[src/design/swfd_pkg.sv]
// Shared types, constants and the CRC-8 step for the sensor word frame decoder.
package swfd_pkg;

    localparam logic [7:0]  CRC_POLY   = 8'h31;
    localparam logic [7:0]  CRC_INIT   = 8'hFF;
    localparam logic [10:0] READY_MASK = 11'h7FF;

    localparam logic KIND_STATUS = 1'b0;
    localparam logic KIND_MEAS   = 1'b1;

    localparam logic [3:0] LAST_POS_STATUS = 4'd2;
    localparam logic [3:0] LAST_POS_MEAS   = 4'd8;

    localparam logic [14:0] TEMP_SCALE  = 15'd17500;
    localparam logic [14:0] TEMP_OFFSET = 15'd4500;
    localparam logic [13:0] HUM_SCALE   = 14'd10000;

    localparam int TDATA_IN_W  = 8;
    localparam int TUSER_IN_W  = 2;
    localparam int TDATA_OUT_W = 48;

    typedef enum logic [1:0] {
        PH_HIGH,
        PH_LOW,
        PH_CRC
    } phase_t;

    // Frame tracker output for the current beat
    typedef struct packed {
        logic        emit;
        logic        ok;
        logic        kind;
        logic [15:0] w0;
        logic [15:0] w1;
        logic [15:0] w2;
    } frame_res_t;

    // Tracker state view for checks
    typedef struct packed {
        logic       open;
        logic [3:0] pos;
    } frame_stat_t;

    typedef struct packed {
        logic        frame_ok;
        logic        frame_kind;
        logic        data_ready;
        logic [15:0] co2_ppm;
        logic [14:0] temp_centi_c;
        logic [13:0] humidity_centi_pct;
    } result_t;

    function automatic logic [7:0] crc8_step(input logic [7:0] crc, input logic [7:0] b);
        logic [7:0] c;
        c = crc ^ b;
        for (int i = 0; i < 8; i++) begin
            if (c[7]) begin
                c = {c[6:0], 1'b0} ^ CRC_POLY;
            end else begin
                c = {c[6:0], 1'b0};
            end
        end
        return c;
    endfunction

    function automatic phase_t pos_phase(input logic [3:0] pos);
        phase_t ph;
        case (pos)
            4'd0, 4'd3, 4'd6: ph = PH_HIGH;
            4'd1, 4'd4, 4'd7: ph = PH_LOW;
            default:          ph = PH_CRC;
        endcase
        return ph;
    endfunction

endpackage

[src/design/swfd_frame_ctl.sv]
// Frame tracker: byte position, per-word CRC check and word capture.
module swfd_frame_ctl
    import swfd_pkg::*;
(
    input  logic        aclk,
    input  logic        aresetn,
    input  logic        beat_valid,
    input  logic [7:0]  beat_byte,
    input  logic        beat_cmd,
    input  logic        beat_start,
    output frame_res_t  res,
    output frame_stat_t stat
);

    logic        open_reg, open_next;
    logic [3:0]  pos_reg, pos_next;
    logic        kind_reg, kind_next;
    logic [7:0]  crc_reg, crc_next;
    logic        fail_reg, fail_next;
    logic [7:0]  hb_reg, hb_next;
    logic [15:0] w0_reg, w0_next;
    logic [15:0] w1_reg, w1_next;
    logic [15:0] w2_reg, w2_next;

    logic        open_eff;
    logic [3:0]  pos_eff;
    logic        kind_eff;
    logic [7:0]  crc_eff;
    logic        fail_eff;
    logic        is_last;
    logic [15:0] word;
    phase_t      phase;

    always_comb begin
        open_eff = beat_start | open_reg;
        pos_eff  = beat_start ? 4'd0 : pos_reg;
        kind_eff = beat_start ? beat_cmd : kind_reg;
        crc_eff  = beat_start ? CRC_INIT : crc_reg;
        fail_eff = beat_start ? 1'b0 : fail_reg;
        phase    = pos_phase(pos_eff);
        word     = {hb_reg, beat_byte};
        is_last  = pos_eff == ((kind_eff == KIND_MEAS) ? LAST_POS_MEAS : LAST_POS_STATUS);
    end

    always_comb begin
        open_next = open_reg;
        pos_next  = pos_reg;
        kind_next = kind_reg;
        crc_next  = crc_reg;
        fail_next = fail_reg;
        hb_next   = hb_reg;
        w0_next   = w0_reg;
        w1_next   = w1_reg;
        w2_next   = w2_reg;
        if (beat_valid && open_eff) begin
            kind_next = kind_eff;
            crc_next  = crc_eff;
            fail_next = fail_eff;
            case (phase)
                PH_HIGH: begin
                    hb_next  = beat_byte;
                    crc_next = crc8_step(CRC_INIT, beat_byte);
                end
                PH_LOW: begin
                    crc_next = crc8_step(crc_eff, beat_byte);
                    if (pos_eff < 4'd3) begin
                        w0_next = word;
                    end else if (pos_eff < 4'd6) begin
                        w1_next = word;
                    end else begin
                        w2_next = word;
                    end
                end
                default: begin
                    fail_next = fail_eff | (crc_eff != beat_byte);
                end
            endcase
            if (is_last) begin
                open_next = 1'b0;
                pos_next  = 4'd0;
            end else begin
                open_next = 1'b1;
                pos_next  = pos_eff + 4'd1;
            end
        end
    end

    always_ff @(posedge aclk) begin
        if (!aresetn) begin
            open_reg <= 1'b0;
            pos_reg  <= 4'd0;
            kind_reg <= KIND_STATUS;
            crc_reg  <= CRC_INIT;
            fail_reg <= 1'b0;
        end else begin
            open_reg <= open_next;
            pos_reg  <= pos_next;
            kind_reg <= kind_next;
            crc_reg  <= crc_next;
            fail_reg <= fail_next;
        end
    end

    always_ff @(posedge aclk) begin
        hb_reg <= hb_next;
        w0_reg <= w0_next;
        w1_reg <= w1_next;
        w2_reg <= w2_next;
    end

    // Last byte is always a CRC byte, so all words are already registered
    always_comb begin
        res.emit = beat_valid && open_eff && is_last;
        res.ok   = ~fail_next;
        res.kind = kind_eff;
        res.w0   = w0_reg;
        res.w1   = w1_reg;
        res.w2   = w2_reg;
        stat.open = open_reg;
        stat.pos  = pos_reg;
    end

endmodule

[src/design/swfd_scale.sv]
// Result formatting: data-ready flag and fixed-point temperature/humidity scaling.
module swfd_scale
    import swfd_pkg::*;
(
    input  frame_res_t fr,
    output result_t    res
);

    logic [30:0] t_prod;
    logic [29:0] h_prod;
    logic [14:0] t_val;
    logic        meas;

    always_comb begin
        meas   = fr.kind == KIND_MEAS;
        t_prod = 31'(fr.w1) * 31'(TEMP_SCALE);
        h_prod = 30'(fr.w2) * 30'(HUM_SCALE);
        t_val  = t_prod[30:16];

        res.frame_ok           = fr.ok;
        res.frame_kind         = fr.kind;
        res.data_ready         = meas ? 1'b0 : |(fr.w0[10:0] & READY_MASK);
        res.co2_ppm            = meas ? fr.w0 : 16'd0;
        res.temp_centi_c       = meas ? (t_val - TEMP_OFFSET) : 15'd0;
        res.humidity_centi_pct = meas ? h_prod[29:16] : 14'd0;
    end

endmodule

[src/design/sensor_word_frame_decoder_core.sv]
// Path from input beat to result beat: input register, then result register.
// Throughput: one byte per cycle while m_tready is high; one result per completed frame.
// Timing path: CRC-8 step (eight XOR levels) or one 16x15 constant multiply per cycle.
// An input beat and a finished result may be held at once; s_tready drops only when both wait.
// Reset: synchronous active-low aresetn clears both valid stages and closes any open frame.
module sensor_word_frame_decoder_core
    import swfd_pkg::*;
(
    input  logic                   aclk,
    input  logic                   aresetn,
    input  logic                   s_tvalid,
    output logic                   s_tready,
    input  logic [TDATA_IN_W-1:0]  s_tdata,  // [7:0] rx_byte
    input  logic [TUSER_IN_W-1:0]  s_tuser,  // [0] command, [1] frame_start
    output logic                   m_tvalid,
    input  logic                   m_tready,
    output logic [TDATA_OUT_W-1:0] m_tdata,  // [0] frame_ok, [1] data_ready, [17:2] co2_ppm,
                                             // [32:18] temp_centi_c, [46:33] humidity_centi_pct
    output logic                   m_tuser   // [0] frame_kind
);

    logic        in_valid_reg;
    logic [7:0]  in_byte_reg;
    logic        in_cmd_reg;
    logic        in_start_reg;
    logic        out_valid_reg;
    result_t     out_res_reg;

    logic        advance;
    frame_res_t  fr;
    frame_stat_t fstat;
    result_t     res;

    assign advance  = in_valid_reg && (!out_valid_reg || m_tready);
    assign s_tready = !in_valid_reg || advance;

    always_ff @(posedge aclk) begin
        if (!aresetn) begin
            in_valid_reg <= 1'b0;
        end else if (s_tready) begin
            in_valid_reg <= s_tvalid;
        end
    end

    always_ff @(posedge aclk) begin
        if (s_tready && s_tvalid) begin
            in_byte_reg  <= s_tdata[7:0];
            in_cmd_reg   <= s_tuser[0];
            in_start_reg <= s_tuser[1];
        end
    end

    swfd_frame_ctl u_frame_ctl (
        .aclk       (aclk),
        .aresetn    (aresetn),
        .beat_valid (advance),
        .beat_byte  (in_byte_reg),
        .beat_cmd   (in_cmd_reg),
        .beat_start (in_start_reg),
        .res        (fr),
        .stat       (fstat)
    );

    swfd_scale u_scale (
        .fr  (fr),
        .res (res)
    );

    always_ff @(posedge aclk) begin
        if (!aresetn) begin
            out_valid_reg <= 1'b0;
        end else if (advance && fr.emit) begin
            out_valid_reg <= 1'b1;
        end else if (m_tready) begin
            out_valid_reg <= 1'b0;
        end
    end

    always_ff @(posedge aclk) begin
        if (advance && fr.emit) begin
            out_res_reg <= res;
        end
    end

    assign m_tvalid = out_valid_reg;
    assign m_tuser  = out_res_reg.frame_kind;
    assign m_tdata  = {1'b0,
                       out_res_reg.humidity_centi_pct,
                       out_res_reg.temp_centi_c,
                       out_res_reg.co2_ppm,
                       out_res_reg.data_ready,
                       out_res_reg.frame_ok};

    a_closed_pos_zero: assert property (@(posedge aclk) disable iff (!aresetn)
        !fstat.open |-> fstat.pos == 4'd0)
        else $error("byte position nonzero with no frame open");

    a_pos_range: assert property (@(posedge aclk) disable iff (!aresetn)
        fstat.pos <= LAST_POS_MEAS)
        else $error("byte position past end of measurement frame");

    a_status_fields_zero: assert property (@(posedge aclk) disable iff (!aresetn)
        (m_tvalid && m_tuser == KIND_STATUS) |-> m_tdata[46:2] == 45'd0)
        else $error("status result carries measurement fields");

    a_meas_ranges: assert property (@(posedge aclk) disable iff (!aresetn)
        (m_tvalid && m_tuser == KIND_MEAS) |->
            (m_tdata[46:33] <= 14'd9999 && !m_tdata[1] &&
             $signed(m_tdata[32:18]) >= -15'sd4500 && $signed(m_tdata[32:18]) <= 15'sd12999))
        else $error("measurement result out of range");

    a_emit_needs_input: assert property (@(posedge aclk) disable iff (!aresetn)
        $rose(m_tvalid) |-> $past(in_valid_reg))
        else $error("result raised without an input beat");

endmodule
[config.mk]
export PLATFORM = sky130hd
export DESIGN_NAME = sensor_word_frame_decoder_core
export DESIGN_NICKNAME = d
export VERILOG_FILES = /design/src/design/swfd_pkg.sv /design/src/design/swfd_frame_ctl.sv /design/src/design/swfd_scale.sv /design/src/design/sensor_word_frame_decoder_core.sv
export SDC_FILE = /design/constraint.sdc
export NUM_CORES = 1
export LEC_CHECK = 0
export BUFFER_PORTS_ARGS = -buffer_cell sky130_fd_sc_hd__buf_2
export CAP_MARGIN = 25
export CORE_MARGIN = 2
export CORE_UTILIZATION = 57
export CTS_CLUSTER_DIAMETER = 120
export DETAILED_ROUTE_END_ITERATION = 10
export PLACE_DENSITY = 0.81
export SKIP_LAST_GASP = 1
export SLEW_MARGIN = 25
export SYNTH_ARGS = -nofsm -noshare
export SYNTH_HDL_FRONTEND = slang
export SYNTH_HIERARCHICAL = 1
export SYNTH_SLANG_ARGS = --single-unit
[constraint.sdc]
create_clock -name aclk -period 5.5 [get_ports aclk]
set_clock_uncertainty 0.1 [all_clocks]
set_input_delay 0.825 -clock aclk [delete_from_list [all_inputs] [get_ports aclk]]
set_output_delay 0.825 -clock aclk [all_outputs]
set_load 0.005 [all_outputs]
==> results.md <==
- Fin crit period: 5.557 ns
- CP Max Fanout: 4
- Routed wire length: 25.33 mm
- Vias in the first global route: 7775
- Vias after detailed routing: 7877
- Hold_buf cts: 0
- Sw Ratio: 0.2507
- DR DRC count: 0
- Largest register by flop count: m_tdata
- Final setup margin: -0.05708 ns
- Pre-Repair DR Iteration Count: 5
- All-Layer GR Usage: 0.2350
- Io pins: 65
- Area Growth Syn to Fin: 19.56%
- Tot Pwr: 0.002440 W
- Cell internal pwr: 0.001828 W
- Starting Density: 0.5846
- Worst-Margin Slew: 0.9421 ns
- Critical Path Max Stage Delay: 0.55 ns
- Failing checks: setup timing
- # setup viols final: 3
- Die area: 20370 um2
- Vias per Instance: 5.712
- Syn avg cell area: 11.14 um2
- Post-DP HPWL: 16.87 mm
- Max-slew headroom: 0.3696
- Crit path from: u_frame_ctl/w1_reg[6]
- GPL Wtd Cong: 0.9234
- Initial antenna violation count: 0
- H-tree Lvls: 4
- Core Rows: 50
- Routed WL per cell: 18.37 um
- Min-Delay Path Class: reg2reg
- TritonCTS clock tree: yes
- CP Class: reg2reg
- Synth Warn #: 6
- PortBufs: 63
- # clock sinks: 131
- Slowest CP cell: fa_1
- Crit Reg-Reg Startpoint: u_frame_ctl/w1_reg[6]
- Status: complete, but fails checks
- Synthesized Nets: 1241
- Syn Inst Count: 985
- Ant diodes: 0
- Maximum clock path buffer count: 2
- Leak: 6.011 nW
- Layout cells sized above 1: 0.2288
- Largest net degree at the start of global routing: 36
- Max-Cap Viols: 0
- Register clock-pin slew on the reported worst setup and hold paths: 0.07 ns
- PwrDens: 186.0 nW/um2
- NumNets Final: 1388
- Clk root buf: clkbuf_16
- Crit. End Element: flip-flop
- Initial DRC count: 610
- Clock power share: 0.466
- Cell repeated most along the worst path: inv_1
- Psw: 0.0006116 W
- Post-route ant nets: 0
- TritonCTS buffer count: 17
- Mapped cell area: 10970 um2
- Sequential power share: 0.464
- Final period util: 1.010
- Die Height: 142.7 um
- Slew Limit Fails: 0
- RSZ-0062 raised after global routing: yes
- Die width: 142.7 um
- Fmax achieved: 0.1800 GHz
- Critical-path cell list: buf_4 -> buf_4 -> ha_1 -> inv_1 -> fa_1 -> inv_1 -> fa_1 -> inv_1 -> fa_1 -> inv_1 -> ha_4 -> a211oi_4 -> and3_4 -> buf_4 -> nand3_1 -> nand3_1 -> ha_2 -> nor3_4 -> o211ai_2 -> a31o_4 -> o221ai_1 -> a311o_1
- Final Hold Violating Endpoints: 0
- Combinational power share: 0.070
- Skew-Pair Late Insertion Delay: 0.44 ns
- Max FFs per register: 47
- Final non-filler cell total: 1379
- First-pass GRT wire length: 36.96 mm
- Placed cells: 1312
- Worst IR Drop VDD: 0.2625 mV
- Crit path DAT: 5.64 ns
- CP Data Required Time: 5.58 ns
- Area of the core: 18770 um2
- GR Overflow Total: 0
- Layout filler cell count: 1221
- Worst hold margin: 0.3638 ns
- Startpoint Class: flip-flop
[power groups by stage]
stage | registers [W] | logic, W | clock network, W
after floorplan | 0.00113 | 0.000150 | 0
after global placement | 0.00115 | 0.000162 | 0
after detailed placement | 0.00115 | 0.000166 | 0
after CTS | 0.00113 | 0.000167 | 0.00115
after global routing | 0.00113 | 0.000187 | 0.00119
final | 0.00113 | 0.000171 | 0.00114
[routing by layer]
metal	track usage	up-vias	wire, um
met5	0	-	0
met4	0.09588	0	831
met3	0.04326	81	1277
met2	0.4109	300	13120
met1	0.2875	3848	10100
li1	-	3648	-
[placed cells by master, fill, tap and decap left out, types with 21 or more instances in the layout]
cell	instances
xor2_1	21
xnor2_1	32
ha_1	152
buf_4	84
buf_2	63
and2_1	23
inv_1	195
edfxtp_1	114
fa_1	77
nor2_1	55
nand2_1	23
[final timing paths]
check                end  slack, ns  cells after the start
max          m_tdata[32]      -0.06                     22
min            flip-flop       0.36                      2
max reg2reg  m_tdata[32]      -0.06                     22
min reg2reg    flip-flop       0.36                      2
[worst max-delay path, delay by kind of cell, from the launching register on]
family / cells / cell delay [ns]
compound gates: 5 / 1.16
fa+ha+maj: 6 / 2.40
buf+inv: 7 / 0.71
flops: 1 / 0.43
simple gates: 4 / 0.49
[per-stage QoR]
step                      utilization  TNS [ns]  setup WS [ns]  area (um2)
after floorplan                     -         0       0.008298       10980
after global placement         0.6332  -0.03290       -0.03290       11880
after detailed placement       0.6332   -0.1195        -0.1138       11880
after CTS                      0.6683         0        0.01795       12540
after global routing           0.6989   -0.9196        -0.2118       13120
final                          0.6989  -0.08693       -0.05708       13120
[repair_timing]
action | CTS | global route
resized for setup | 5 | 57
buffers inserted | 6 | 28
endpoints found under the setup margin | 4 | 9
pin swaps | 7 | 48
[area by class of cell]
type / count / area [um2] / area share
sequential: 131 / 3764 / 0.2869
clock buffer: 20 / 479.2 / 0.03653
clock inverter: 12 / 107.6 / 0.008203
multi-input combinational: 631 / 6716 / 0.5120
tap: 234 / 292.8 / 0.02232
inverter: 200 / 750.7 / 0.05723
timing repair buffer: 151 / 1007 / 0.07678
Note: power is estimated with default switching activity, not from simulation.
